===== src/rtl/ldf_pkg.sv =====
// Shared types and constants of the breathing LED fader.
package ldf_pkg;

  localparam int unsigned LevelW   = 8;
  localparam int unsigned ElapsedW = 17;
  localparam int unsigned DelayW   = 16;
  localparam int unsigned CmdW     = 2;
  localparam int unsigned ModeW    = 3;
  localparam int unsigned PaddrW   = 3;
  localparam int unsigned PdataW   = 32;

  localparam logic [LevelW-1:0]   LevelMax    = 8'd255;
  localparam logic [ElapsedW-1:0] ElapsedMax  = 17'h1FFFF;
  localparam logic [DelayW-1:0]   StepDelayRst = 16'd10;

  // Register index taken from the word-aligned byte address.
  localparam logic RegStepDelay = 1'b0;

  typedef enum logic [ModeW-1:0] {
    MODE_START   = 3'd0,
    MODE_RISING  = 3'd1,
    MODE_FALLING = 3'd2,
    MODE_OFF     = 3'd3,
    MODE_ON      = 3'd4
  } mode_e;

  typedef enum logic [CmdW-1:0] {
    CMD_NONE   = 2'd0,
    CMD_ON     = 2'd1,
    CMD_OFF    = 2'd2,
    CMD_TOGGLE = 2'd3
  } cmd_e;

  // Contents of the input register as seen by the step logic.
  typedef struct packed {
    logic valid;
    logic tick;
    cmd_e command;
  } stage_t;

endpackage


===== src/rtl/ldf_if.sv =====
// Valid/ready channel interfaces for the fader's input and result transactions.
interface ldf_in_if;
  logic                        valid;
  logic                        ready;
  logic                        tick;
  logic [ldf_pkg::CmdW-1:0]    command;

  modport source (output valid, output tick, output command, input ready);
  modport sink   (input valid, input tick, input command, output ready);
endinterface

interface ldf_out_if;
  logic                        valid;
  logic                        ready;
  logic [ldf_pkg::LevelW-1:0]  brightness;
  logic [ldf_pkg::ModeW-1:0]   mode;

  modport source (output valid, output brightness, output mode, input ready);
  modport sink   (input valid, input brightness, input mode, output ready);
endinterface


===== src/rtl/ldf_apb_regs.sv =====
// APB configuration register file holding the brightness step delay.
module ldf_apb_regs (
  input  logic                         clk_i,
  input  logic                         rst_ni,
  input  logic                         psel,
  input  logic                         penable,
  input  logic                         pwrite,
  input  logic [ldf_pkg::PaddrW-1:0]   paddr,
  input  logic [ldf_pkg::PdataW-1:0]   pwdata,
  output logic [ldf_pkg::PdataW-1:0]   prdata,
  output logic                         pready,
  output logic [ldf_pkg::DelayW-1:0]   step_delay_o
);

  logic [ldf_pkg::DelayW-1:0] step_delay_q, step_delay_d;
  logic                       wr_en;

  assign pready = 1'b1;
  assign wr_en  = psel && penable && pwrite && pready
                  && (paddr[2] == ldf_pkg::RegStepDelay);

  always_comb begin
    step_delay_d = step_delay_q;
    if (wr_en) begin
      step_delay_d = pwdata[ldf_pkg::DelayW-1:0];
    end
  end

  always_ff @(posedge clk_i or negedge rst_ni) begin
    if (!rst_ni) begin
      step_delay_q <= ldf_pkg::StepDelayRst;
    end else begin
      step_delay_q <= step_delay_d;
    end
  end

  // Only the first word decodes; every other address reads as zero.
  assign prdata = (paddr[2] == ldf_pkg::RegStepDelay)
                  ? {{(ldf_pkg::PdataW - ldf_pkg::DelayW){1'b0}}, step_delay_q}
                  : '0;

  assign step_delay_o = step_delay_q;

endmodule


===== src/rtl/ldf_in_reg.sv =====
// Input register stage capturing one tick/command transaction per cycle while in_s.ready is high.
module ldf_in_reg (
  input  logic            clk_i,
  input  logic            rst_ni,
  ldf_in_if.sink          in_s,
  input  logic            advance_i,
  output ldf_pkg::stage_t stage_o
);

  logic                 valid_q, valid_d;
  logic                 tick_q;
  ldf_pkg::cmd_e        command_q;
  logic                 load;

  assign in_s.ready = !valid_q || advance_i;
  assign load       = in_s.valid && in_s.ready;

  always_comb begin
    valid_d = valid_q;
    if (in_s.ready) begin
      valid_d = in_s.valid;
    end
  end

  always_ff @(posedge clk_i or negedge rst_ni) begin
    if (!rst_ni) begin
      valid_q <= 1'b0;
    end else begin
      valid_q <= valid_d;
    end
  end

  always_ff @(posedge clk_i) begin
    if (load) begin
      tick_q    <= in_s.tick;
      command_q <= ldf_pkg::cmd_e'(in_s.command);
    end
  end

  assign stage_o.valid   = valid_q;
  assign stage_o.tick    = tick_q;
  assign stage_o.command = command_q;

endmodule


===== src/rtl/ldf_fader.sv =====
// Fader state, single-pass step logic and result register.
module ldf_fader (
  input  logic                        clk_i,
  input  logic                        rst_ni,
  input  ldf_pkg::stage_t             stage_i,
  input  logic [ldf_pkg::DelayW-1:0]  step_delay_i,
  output logic                        advance_o,
  ldf_out_if.source                   out_s
);

  ldf_pkg::mode_e                 mode_q, mode_d, mode_cmd;
  logic [ldf_pkg::LevelW-1:0]     level_q, level_d;
  logic [ldf_pkg::ElapsedW-1:0]   elapsed_q, elapsed_d, elapsed_tick;
  logic                           due;
  logic                           fire;
  logic                           out_valid_q, out_valid_d;
  logic [ldf_pkg::LevelW-1:0]     out_bright_q;
  ldf_pkg::mode_e                 out_mode_q;

  assign advance_o = !out_valid_q || out_s.ready;
  assign fire      = stage_i.valid && advance_o;

  // Command first, then the saturating millisecond count.
  always_comb begin
    mode_cmd = mode_q;
    unique case (stage_i.command)
      ldf_pkg::CMD_NONE:   mode_cmd = mode_q;
      ldf_pkg::CMD_ON:     mode_cmd = (mode_q == ldf_pkg::MODE_OFF) ? ldf_pkg::MODE_ON : mode_q;
      ldf_pkg::CMD_OFF:    mode_cmd = ldf_pkg::MODE_OFF;
      ldf_pkg::CMD_TOGGLE: mode_cmd = (mode_q == ldf_pkg::MODE_OFF) ? ldf_pkg::MODE_ON
                                                                   : ldf_pkg::MODE_OFF;
      default:             mode_cmd = mode_q;
    endcase
  end

  assign elapsed_tick = (stage_i.tick && (elapsed_q != ldf_pkg::ElapsedMax))
                        ? elapsed_q + 1'b1 : elapsed_q;
  assign due = elapsed_tick > {1'b0, step_delay_i};

  always_comb begin
    mode_d    = mode_cmd;
    level_d   = level_q;
    elapsed_d = elapsed_tick;
    unique case (mode_cmd)
      ldf_pkg::MODE_RISING: begin
        if (due && (level_q != ldf_pkg::LevelMax)) begin
          level_d   = level_q + 1'b1;
          elapsed_d = '0;
        end else if (level_q == ldf_pkg::LevelMax) begin
          mode_d = ldf_pkg::MODE_FALLING;
        end
      end
      ldf_pkg::MODE_FALLING: begin
        if (due && (level_q >= 8'd2)) begin
          level_d   = level_q - 1'b1;
          elapsed_d = '0;
        end else if (level_q == 8'd1) begin
          mode_d = ldf_pkg::MODE_RISING;
        end
      end
      ldf_pkg::MODE_OFF: begin
        if (due && (level_q != '0)) begin
          level_d   = level_q - 1'b1;
          elapsed_d = '0;
        end
      end
      ldf_pkg::MODE_ON: begin
        mode_d = (level_q != ldf_pkg::LevelMax) ? ldf_pkg::MODE_RISING
                                                : ldf_pkg::MODE_FALLING;
      end
      default: begin
        // Start mode, and any unused code, restarts the ramp at the bottom.
        elapsed_d = '0;
        level_d   = 8'd1;
        mode_d    = ldf_pkg::MODE_RISING;
      end
    endcase
  end

  always_comb begin
    out_valid_d = out_valid_q;
    if (advance_o) begin
      out_valid_d = stage_i.valid;
    end
  end

  always_ff @(posedge clk_i or negedge rst_ni) begin
    if (!rst_ni) begin
      mode_q      <= ldf_pkg::MODE_START;
      level_q     <= '0;
      elapsed_q   <= '0;
      out_valid_q <= 1'b0;
    end else begin
      out_valid_q <= out_valid_d;
      if (fire) begin
        mode_q    <= mode_d;
        level_q   <= level_d;
        elapsed_q <= elapsed_d;
      end
    end
  end

  always_ff @(posedge clk_i) begin
    if (fire) begin
      out_bright_q <= level_d;
      out_mode_q   <= mode_d;
    end
  end

  assign out_s.valid      = out_valid_q;
  assign out_s.brightness = out_bright_q;
  assign out_s.mode       = out_mode_q;

endmodule


===== src/rtl/led_breathing_fader.sv =====
// Top level of the breathing LED fader: input stage, fader core and APB registers.
//
// Each input transaction on in_s is one pass of the control step: a millisecond
// tick flag and a command (none, on, off, toggle). Each accepted input gives
// exactly one result transaction on out_s carrying the brightness and the mode
// after that pass. The brightness ramps 1 up to 255 and back to 1, one step each
// time the elapsed milliseconds exceed step_delay; off fades to 0 and holds.
//
// A transaction accepted at one clock edge is captured in the input register,
// runs through the step logic and is then written into the result register.
// Throughput is one transaction per cycle while the receiver does not stall,
// set by the single input register and result register.
// While the receiver stalls, the result register holds and the input register
// can still take one further transaction; in_s.ready falls only when both are
// full.
//
// Reset clears both stages, puts the fader in start mode with level and elapsed
// time at zero, and sets step_delay to 10. step_delay is written through the APB
// port at byte address 0 and should be changed only while the block is idle.
module led_breathing_fader (
  input  logic                         clk_i,
  input  logic                         rst_ni,
  ldf_in_if.sink                       in_s,
  ldf_out_if.source                    out_s,
  input  logic                         psel,
  input  logic                         penable,
  input  logic                         pwrite,
  input  logic [ldf_pkg::PaddrW-1:0]   paddr,
  input  logic [ldf_pkg::PdataW-1:0]   pwdata,
  output logic [ldf_pkg::PdataW-1:0]   prdata,
  output logic                         pready
);

  logic [ldf_pkg::DelayW-1:0] step_delay;
  logic                       advance;
  ldf_pkg::stage_t            stage;

  ldf_apb_regs u_regs (
    .clk_i        (clk_i),
    .rst_ni       (rst_ni),
    .psel         (psel),
    .penable      (penable),
    .pwrite       (pwrite),
    .paddr        (paddr),
    .pwdata       (pwdata),
    .prdata       (prdata),
    .pready       (pready),
    .step_delay_o (step_delay)
  );

  ldf_in_reg u_in_reg (
    .clk_i     (clk_i),
    .rst_ni    (rst_ni),
    .in_s      (in_s),
    .advance_i (advance),
    .stage_o   (stage)
  );

  ldf_fader u_fader (
    .clk_i        (clk_i),
    .rst_ni       (rst_ni),
    .stage_i      (stage),
    .step_delay_i (step_delay),
    .advance_o    (advance),
    .out_s        (out_s)
  );

  // Start and on are transient modes: every pass leaves them straight away.
  a_no_transient_mode: assert property (@(posedge clk_i) disable iff (!rst_ni)
    out_s.valid |-> (out_s.mode != ldf_pkg::MODE_START) && (out_s.mode != ldf_pkg::MODE_ON))
    else $error("transient mode reported in a result");

  // The falling ramp turns round at one and never reaches zero brightness. A rising
  // ramp may start from zero when the lamp is turned back on after a full fade.
  a_ramp_nonzero: assert property (@(posedge clk_i) disable iff (!rst_ni)
    out_s.valid && (out_s.mode == ldf_pkg::MODE_FALLING) |-> out_s.brightness != '0)
    else $error("falling ramp brightness at zero");

  // A held input transaction moves on as soon as the result register frees up.
  a_stage_moves: assert property (@(posedge clk_i) disable iff (!rst_ni)
    stage.valid && !out_s.valid |=> out_s.valid)
    else $error("input stage did not advance into an empty result register");

endmodule

===== src/flat_wrapper.sv =====
// flat-port wrapper written by rule: the top's interface ports become plain ports
module led_breathing_fader_flat 
  (clk_i, rst_ni, psel, penable, pwrite, paddr, pwdata, prdata, pready, in_s_valid, in_s_tick, in_s_command, in_s_ready, out_s_valid, out_s_brightness, out_s_mode, out_s_ready);
  ldf_in_if in_s_i ();
  ldf_out_if out_s_i ();
  input  logic clk_i;
  input  logic rst_ni;
  input  logic psel;
  input  logic penable;
  input  logic pwrite;
  input  logic [ldf_pkg::PaddrW-1:0] paddr;
  input  logic [ldf_pkg::PdataW-1:0] pwdata;
  output logic [ldf_pkg::PdataW-1:0] prdata;
  output logic pready;
  input wire logic [$bits(in_s_i.valid)-1:0] in_s_valid;
  input wire logic [$bits(in_s_i.tick)-1:0] in_s_tick;
  input wire logic [$bits(in_s_i.command)-1:0] in_s_command;
  output wire logic [$bits(in_s_i.ready)-1:0] in_s_ready;
  output wire logic [$bits(out_s_i.valid)-1:0] out_s_valid;
  output wire logic [$bits(out_s_i.brightness)-1:0] out_s_brightness;
  output wire logic [$bits(out_s_i.mode)-1:0] out_s_mode;
  input wire logic [$bits(out_s_i.ready)-1:0] out_s_ready;
  assign in_s_i.valid = in_s_valid;
  assign in_s_i.tick = in_s_tick;
  assign in_s_i.command = in_s_command;
  assign in_s_ready = in_s_i.ready;
  assign out_s_valid = out_s_i.valid;
  assign out_s_brightness = out_s_i.brightness;
  assign out_s_mode = out_s_i.mode;
  assign out_s_i.ready = out_s_ready;
  led_breathing_fader u_core (.clk_i(clk_i), .rst_ni(rst_ni), .in_s(in_s_i), .out_s(out_s_i), .psel(psel), .penable(penable), .pwrite(pwrite), .paddr(paddr), .pwdata(pwdata), .prdata(prdata), .pready(pready));
endmodule

===== config.mk =====
export PLATFORM = sky130hd
export DESIGN_NAME = led_breathing_fader_flat
export DESIGN_NICKNAME = d
export VERILOG_FILES = /design/src/rtl/ldf_pkg.sv /design/src/rtl/ldf_if.sv /design/src/rtl/ldf_apb_regs.sv /design/src/rtl/ldf_in_reg.sv /design/src/rtl/ldf_fader.sv /design/src/rtl/led_breathing_fader.sv /design/src/flat_wrapper.sv
export SDC_FILE = /design/constraint.sdc
export NUM_CORES = 1
export LEC_CHECK = 0
export BUFFER_PORTS_ARGS = -buffer_cell sky130_fd_sc_hd__buf_2
export CORE_ASPECT_RATIO = 1.4
export CORE_MARGIN = 2
export CORE_UTILIZATION = 49
export CTS_CLUSTER_SIZE = 16
export DETAILED_ROUTE_END_ITERATION = 16
export MAX_ROUTING_LAYER = met4
export PLACE_DENSITY = 0.76
export SLEW_MARGIN = 20
export SYNTH_ARGS = -nofsm -noshare
export SYNTH_HDL_FRONTEND = slang
export SYNTH_SLANG_ARGS = --single-unit

===== constraint.sdc =====
create_clock -name clk_i -period 4.35 [get_ports clk_i]
set_input_delay 0.2175 -clock clk_i [delete_from_list [all_inputs] [get_ports clk_i]]
set_output_delay 0.2175 -clock clk_i [all_outputs]
set_load 0.02 [all_outputs]

# Word-level counts from Yosys, hierarchy flattened
# Cells that the tools add are included.
dict set report word_totals {
  ff_bits 60
  inputBits 45
  out_inout_bits 46
  word_cells 62
}
dict set report op_classes {
  n_addsub 3
  n_lt_le_gt_ge 2
  eq_ne 12
  mux 19
  bitwise 1
  n_reduce_logical 15
}
# operator count
set ops {}
lappend ops {{17-bit 2-to-1 mux} 4}
lappend ops {{17-bit case mux with 4 select lines} 1}
lappend ops {{8-bit case mux with 4 select lines} 1}
lappend ops {{8-bit 2-to-1 mux} 3}
lappend ops {{3-bit case mux with 4 select lines} 2}
lappend ops {{3-bit 2-to-1 mux} 6}
lappend ops {{17-bit by 1-bit adder with 17-bit output, second input constant} 1}
lappend ops {{17-bit by 16-bit greater-than comparator with 1-bit output} 1}
lappend ops {{17-bit != test, second input constant} 1}
lappend ops {{16-bit 2-to-1 mux} 1}
lappend ops {{3-bit by 2-bit equality test with 1-bit output, second input constant} 3}
lappend ops {{1-bit logical AND} 9}
lappend ops {{8-bit by 1-bit adder with 8-bit output, second input constant} 1}
lappend ops {{8-bit by 1-bit equality test with 1-bit output, second input constant} 1}
lappend ops {{8-bit equality test, second input constant} 1}
lappend ops {{8-bit by 2-bit >= comparator with 1-bit output, second input constant} 1}
lappend ops {{8-bit != test, second input constant} 1}
lappend ops {{8-bit nonzero test} 1}
lappend ops {{8-bit by 1-bit subtractor with 8-bit output, second input constant} 1}
lappend ops {{2-bit equality test, second input constant} 2}
lappend ops {{3-bit by 1-bit equality test with 1-bit output, second input constant} 1}
lappend ops {{3-bit equality test, second input constant} 1}
lappend ops {{2-bit by 1-bit equality test with 1-bit output, second input constant} 1}
lappend ops {{1-bit logical NOT} 2}
lappend ops {{other kinds (4)} 5}

# Longest topological paths before layout
dict set report depth {
  depth_word 7
  depth_mapped 22
  mapped_depth_nobuf 20
}

# Hierarchy
# From an unflattened synthesis, not the netlist that was laid out.
dict set report hier_totals {
  hier_cells 449
  hier_area_um2 4282.9
}
# mod n_inst cells_per_inst area_per_inst_um2 seq_area_each_um2
set modules_own_cells {}
lappend modules_own_cells {ldf_fader 1 370 3221.8 1056.0}
lappend modules_own_cells {ldf_apb_regs 1 70 902.1 402.9}
lappend modules_own_cells {ldf_in_reg 1 9 158.9 115.1}

# Least setup slack after synthesis
# No wires, ideal clock.
dict set report synth_path {
  kind {register -> register}
  start {register u_core.u_fader.elapsed_q[4] (netlist bit)}
  end {register u_core.u_fader.level_q[0] (netlist bit)}
  setup_time_ns 0.125
  t_arrival_ns 4.067
  required_ns 4.225
  setup_slack_ns 0.157
  path_stages_with_launch 22
  path_buffers 1
  period_less_slack_ns 4.193
  path_cell_list {dfrtp_1 -> and3_1 -> nand4_1 -> nor4_1 -> ha_1 -> nand2b_1 -> nor2_1 -> nand3_1 -> nor2_1 -> nand3_1 -> nand2_1 -> nand2_1 -> ha_1 -> nand3_1 -> a2111oi_4 -> a21boi_2 -> a22oi_2 -> buf_6 -> o21ai_4 -> nand2_4 -> nor3_4 -> mux2_4}
}
dict set report synth_via {
  elab_chain_len 7
  elab_cells_between_ends 12
  classes_between {add/sub: 1; order compare: 1; eq/ne: 1; mux: 5; reduce/logical: 4}
}
# element line_no
set synth_lines {}
lappend synth_lines {{from (decl)} ldf_fader.sv:13} ;# logic [ldf_pkg::ElapsedW-1:0] elapsed_q, elapsed_d, elapsed_tick;
lappend synth_lines {{from (signal assigned)} ldf_fader.sv:98} ;# elapsed_q <= elapsed_d;
lappend synth_lines {{branches (longest 2 deep; another with 17-bit by 1-bit adder with 17-bit output)} -}
lappend synth_lines {{17-bit 2-to-1 mux (*)} ldf_fader.sv:37} ;# ? elapsed_q + 1'b1 : elapsed_q;
lappend synth_lines {{17-bit by 16-bit greater-than comparator with 1-bit output (*)} ldf_fader.sv:38} ;# assign due = elapsed_tick > {1'b0, step_delay_i};
lappend synth_lines {{1-bit logical AND (on tied branches)} {ldf_fader.sv:62, ldf_fader.sv:46, ldf_fader.sv:54}}
lappend synth_lines {{8-bit 2-to-1 mux (on tied branches)} {ldf_fader.sv:62, ldf_fader.sv:46, ldf_fader.sv:54}}
lappend synth_lines {{8-bit case mux with 4 select lines (*)} ldf_fader.sv:44} ;# unique case (mode_cmd)
lappend synth_lines {{to (signal assigned)} ldf_fader.sv:97} ;# level_q <= level_d;
lappend synth_lines {{to (decl)} ldf_fader.sv:12} ;# logic [ldf_pkg::LevelW-1:0] level_q, level_d;
# Mark *: on every way between the ends.
# A chain may end at the register's enable or synchronous reset.

# Worst setup path after layout
dict set report layout_path {
  start {register u_core.u_fader.elapsed_q[6] (netlist bit)}
  end {register u_core.u_fader.out_bright_q, in the netlist u_core.u_fader.out_s.brightness[4] (data pin)}
}
dict set report layout_via {
  elab_chain_len 7
  elab_cells_between_ends 12
  classes_between {add/sub: 1; order compare: 1; eq/ne: 1; mux: 5; reduce/logical: 4}
}
# element line_no
set layout_lines {}
lappend layout_lines {{branches (longest 2 deep; another with 17-bit by 1-bit adder with 17-bit output)} -}
lappend layout_lines {{17-bit 2-to-1 mux (*)} ldf_fader.sv:37}
lappend layout_lines {{17-bit by 16-bit greater-than comparator with 1-bit output (*)} ldf_fader.sv:38}
lappend layout_lines {{1-bit logical AND (on tied branches)} {ldf_fader.sv:62, ldf_fader.sv:46, ldf_fader.sv:54}}
lappend layout_lines {{8-bit 2-to-1 mux (on tied branches)} {ldf_fader.sv:62, ldf_fader.sv:46, ldf_fader.sv:54}}
lappend layout_lines {{8-bit case mux with 4 select lines (*)} ldf_fader.sv:44}
lappend layout_lines {{via u_core.u_fader.level_d, one bit} ldf_fader.sv:12}
lappend layout_lines {{to (signal assigned)} ldf_fader.sv:105} ;# out_bright_q <= level_d;
lappend layout_lines {{to (decl)} ldf_fader.sv:17} ;# logic [ldf_pkg::LevelW-1:0] out_bright_q;
# Mark *: on every way through the listed nets, which the timed path passes.

==> results.txt <==
----------------------------------------------------
[Die]
  Core Box Area ... 0.00770 sq mm
  Die outline width ... 79.0 um
  Number of primary I/O pins ... 91
  Die height ... 109 um
  Num rows ... 38
  Area enclosed by the die boundary ... 0.00862 sq mm
  Starting Density ... 50.1%

[Critical path]
  Peak fanout along the critical path ... 5
  Largest delay share family, worst path ... simple AND/OR/NAND/NOR gates
  CP Class ... reg2reg
  Required arrival time at the worst endpoint ... 4.45 ns
  Crit path max-delay cell type ... sky130_fd_sc_hd__dfrtp_1
  Most frequent CP cell ... sky130_fd_sc_hd__buf_4
  CP Capture Type ... register
  Crit-path max cell delay ... 0.38 ns
  Data arrival time of the worst path ... 4.51 ns
  Chain of cells forming the critical path ... and3_4 -> nand4_1 -> nor4_2 -> ha_2 -> nand2b_1 -> nor2_2 -> nand3_1 -> buf_4 -> nor2_1 -> xor2_1 -> ha_1 -> nand4_1 -> a2111oi_4 -> a21boi_2 -> a22oi_2 -> buf_4 -> o21ai_4 -> nand2_4 -> buf_4 -> o31ai_4 -> o21ai_1
  Buf+Inv Stages, Crit Path ... 3
  Nature of the critical path startpoint ... register

[Job]
  Max_cap viols ... 0

[Synth]
  Post-synth top area cell ... sky130_fd_sc_hd__dfrtp_1
  Flop and latch count out of synthesis ... 60
  Number of enable-type register cells in the synthesized netlist ... 14
  Synthesized instance count ... 415
  Synth area leaders ... sky130_fd_sc_hd__dfrtp_1 (29%), sky130_fd_sc_hd__edfxtp_1 (11%), sky130_fd_sc_hd__ha_1 (7.1%)
  Synth Area per Inst ... 9.31 sq um
  Post-synth design cell area ... 0.00386 sq mm
  Share of Yosys cell area claimed by the top area cell type ... 28.5%
  Number of warnings reported in the yosys synthesis log ... 0
  Sequential cell area fraction in the yosys report ... 40.8%
  Distinct cell type count after synthesis ... 62
  Share of flip-flops with an asynchronous set or reset after synthesis ... 76.7%
  Most common flop cell mapped by yosys ... sky130_fd_sc_hd__dfrtp_1

[Clocking]
  Clock buffer count from CTS ... 9
  Clk buf depth ... 2
  Clock tree from TritonCTS ... built
  Number of clock sinks seen by CTS ... 60
  Clock input transition at the sequential cells of the worst setup and hold paths ... 0.06 ns
  H-tree Lvls ... 3
  Clock insertion delay at the later pin of the skew report ... 0.36 ns
  CTS root buffer ... sky130_fd_sc_hd__clkbuf_8

[GRT]
  Largest net degree at the start of global routing ... 47
  Wire length of the first global-routing pass ... 14.2 mm
  GRT Total Usage ... 22.0%
  Number of antenna violations at the first check in global routing ... 0
  Via count of the first global-routing pass ... 3295
  Total congestion overflow after global routing ... 0

[Route]
  Violation count after the first detailed-routing iteration ... 188
  Count of nets left with antenna violations after detail routing ... 0
  Ratio of routed vias to standard cells ... 5.49
  DRC errors left ... 0
  Total vias in the final route ... 3379
  DR WL/cell ... 15.1 um
  Wire length reported by the detailed router ... 9.27 mm
  First-pass detailed-route iteration total ... 4

[Worst hold path]
  Classification of the worst-slack hold path ... in2reg

[Timing]
  Unrepaired setup endpoints after global routing ... true
  Hold violation count in the final report ... 0
  Setup ws final ... -0.0547 ns
  Final Cycle Share ... 101%
  Final number of max-transition violations ... 0
  Hold slack ... 0.0341 ns
  Final worst clock skew ... 0.00951 ns
  Final-report setup violation count ... 9
  Highest clock frequency the design can meet ... 227 MHz
  Slew at the pin closest to its max-slew limit ... 0.927 ns
  Time the final worst path needs with I/O delays and setup ... 4.40 ns
  Worst relative slew slack ... 37.4%

[Final layout]
  Antenna diode count ... 0
  Commonest non-fill, non-tap cell in the layout ... sky130_fd_sc_hd__buf_2
  Final-stage net count ... 577
  Most frequent cells in the layout ... sky130_fd_sc_hd__buf_2 (54), sky130_fd_sc_hd__dfrtp_1 (44), sky130_fd_sc_hd__nand2_1 (39), sky130_fd_sc_hd__buf_4 (39), sky130_fd_sc_hd__nor2_1 (38)
  Post-layout utilization of the core ... 63.4%
  Synthesis-to-finish area growth ... 26.5%
  Share of final-layout standard cells stronger than drive strength 1 ... 33.0%

[Placed design]
  Final weighted congestion of routability-driven global placement ... 0.872
  Port-buffer cells ... 55
  Detailed-placement wirelength estimate ... 6.35 mm

[Run status]
  Failing checks ... negative setup slack
  Run status ... finished with violations

[Pwr]
  Peak VDD IR ... 273 uV
  Power density over the cells ... 419 mW/mm^2
  Leakage ... 2.24 nW

----------------------------------------------------
==> routing by layer <==
metal,GRT usage [%],vias to the layer above,share of wire [%]
li1,-,1612,-
met1,21.7,1635,37
met2,39.2,106,55
met3,3.81,26,4.3
met4,14.8,0,3.1
met5,-,-,0
==> state kept, by name (all words and copies together) (netlist names) <==
signal                           cells
u_core.u_in_reg.tick_q               1
u_core.u_fader.out_s.brightness      8
u_core.u_fader.out_s.valid           1
u_core.u_fader.elapsed_q            17
u_core.u_regs.step_delay_o          16
u_core.u_in_reg.command_q            2
u_core.u_fader.out_s.mode            3
u_core.u_fader.mode_q                3
u_core.u_fader.level_q               8
u_core.u_in_reg.valid_q              1
==> Yosys cell counts, types with 2 or more instances <==
library cell / number
sky130_fd_sc_hd__o21ai_0: 18
sky130_fd_sc_hd__nand2_1: 39
sky130_fd_sc_hd__o31ai_1: 2
sky130_fd_sc_hd__or3_1: 3
sky130_fd_sc_hd__nand3b_1: 2
sky130_fd_sc_hd__mux2_2: 16
sky130_fd_sc_hd__nand3_1: 12
sky130_fd_sc_hd__nand2b_1: 8
sky130_fd_sc_hd__inv_1: 26
sky130_fd_sc_hd__nand4_1: 11
sky130_fd_sc_hd__a21oi_1: 14
sky130_fd_sc_hd__o211ai_1: 7
sky130_fd_sc_hd__edfxtp_1: 14
sky130_fd_sc_hd__buf_4: 17
sky130_fd_sc_hd__nor4_1: 4
sky130_fd_sc_hd__ha_1: 22
sky130_fd_sc_hd__nor2_1: 45
sky130_fd_sc_hd__o22ai_1: 4
sky130_fd_sc_hd__dfstp_2: 2
sky130_fd_sc_hd__a21o_1: 2
sky130_fd_sc_hd__nor3_1: 12
sky130_fd_sc_hd__and2_1: 2
sky130_fd_sc_hd__xnor2_1: 15
sky130_fd_sc_hd__o21ai_1: 2
sky130_fd_sc_hd__dfrtp_1: 44
sky130_fd_sc_hd__xor2_1: 6
sky130_fd_sc_hd__conb_1: 2
sky130_fd_sc_hd__a22oi_1: 2
sky130_fd_sc_hd__and3_1: 4
sky130_fd_sc_hd__buf_2: 3
sky130_fd_sc_hd__clkbuf_1: 13
sky130_fd_sc_hd__o21a_1: 2
sky130_fd_sc_hd__a22o_1: 9
sky130_fd_sc_hd__nor2b_1: 3
==> stage by stage <==
| stage | area [sq um] | power, W | setup TNS, ns | setup slack, ns | cells |
|---|---|---|---|---|---|
| after CTS | 4600 | 0.00192 | 0 | 0.0116 | 607 |
| final | 4890 | 0.00205 | -0.243 | -0.0547 | 615 |
| after global routing | 4890 | 0.00217 | -5.38 | -0.265 | 615 |
| after floorplan | 3920 | 0.00127 | 0 | 0.157 | 431 |
| after detailed placement | 4390 | 0.00147 | -0.905 | -0.0990 | 588 |
| after global placement | 4390 | 0.00144 | 0 | 0.0187 | 588 |
==> logic make-up after synthesis <==
kind of cell / count (synthesis) / share of synthesized area, %
simple gates: 155 / 19.7
compound gates: 77 / 14.4
mux: 18 / 5.31
xor+xnor: 21 / 4.76
other cells: 2 / 0.194
fa+ha+maj: 22 / 7.13
buf+inv: 60 / 7.77
flops: 60 / 40.8
==> layout make-up <==
type | instances | area (sq um)
fillers | 651 | 2820
multi-input cells | 311 | 2230
inverters | 26 | 97.6
flip-flops and latches | 60 | 1570
clock inverters | 3 | 11.3
repair buffers | 102 | 689
clock buffers | 13 | 159
well taps | 100 | 125
==> where the power goes <==
part           internal, W  total [W]  switching, W  leakage, nW
logic             0.000350   0.000794      0.000444         1.44
registers         0.000692   0.000800      0.000108        0.717
clock network     0.000232   0.000451      0.000219       0.0862
==> timing repair <==
action / CTS / global route
gates cloned: 0 / 1
endpoints found under the hold margin: 0 / 44
hold buffers: 0 / 1
resized for setup: 4 / 50
endpoints found under the setup margin: 21 / 34
setup buffers: 3 / 9
pin swaps: 3 / 28
==> worst reg2reg max path: stages, from the launching register on <==
cell and delay (ns):
sky130_fd_sc_hd__dfrtp_1 0.38, sky130_fd_sc_hd__and3_4 0.20, sky130_fd_sc_hd__nand4_1 0.13, sky130_fd_sc_hd__nor4_2 0.05
sky130_fd_sc_hd__ha_2 0.19, sky130_fd_sc_hd__nand2b_1 0.18, sky130_fd_sc_hd__nor2_2 0.22, sky130_fd_sc_hd__nand3_1 0.22
sky130_fd_sc_hd__buf_4 0.21, sky130_fd_sc_hd__nor2_1 0.11, sky130_fd_sc_hd__xor2_1 0.10, sky130_fd_sc_hd__ha_1 0.28
sky130_fd_sc_hd__nand4_1 0.18, sky130_fd_sc_hd__a2111oi_4 0.35, sky130_fd_sc_hd__a21boi_2 0.22, sky130_fd_sc_hd__a22oi_2 0.11
sky130_fd_sc_hd__buf_4 0.17, sky130_fd_sc_hd__o21ai_4 0.22, sky130_fd_sc_hd__nand2_4 0.13, sky130_fd_sc_hd__buf_4 0.17
sky130_fd_sc_hd__o31ai_4 0.24, sky130_fd_sc_hd__o21ai_1 0.09
==> final timing paths <==
check                                              start                                  to  slack (ns)  cells past startpoint
max                          u_core.u_fader.elapsed_q[6]  u_core.u_fader.out_s.brightness[4]       -0.05                     21
min reg2reg                u_core.u_regs.step_delay_o[9]       u_core.u_regs.step_delay_o[9]        0.50                      1
max in group asynchronous                         rst_ni            u_core.u_fader.mode_q[1]        3.49                      2
max reg2reg                  u_core.u_fader.elapsed_q[6]  u_core.u_fader.out_s.brightness[4]       -0.05                     21
min                                      in_s_command[0]        u_core.u_in_reg.command_q[0]        0.03                      1
min in group asynchronous                         rst_ni       u_core.u_regs.step_delay_o[9]        0.43                      2
(Power assumes the default switching activity.)
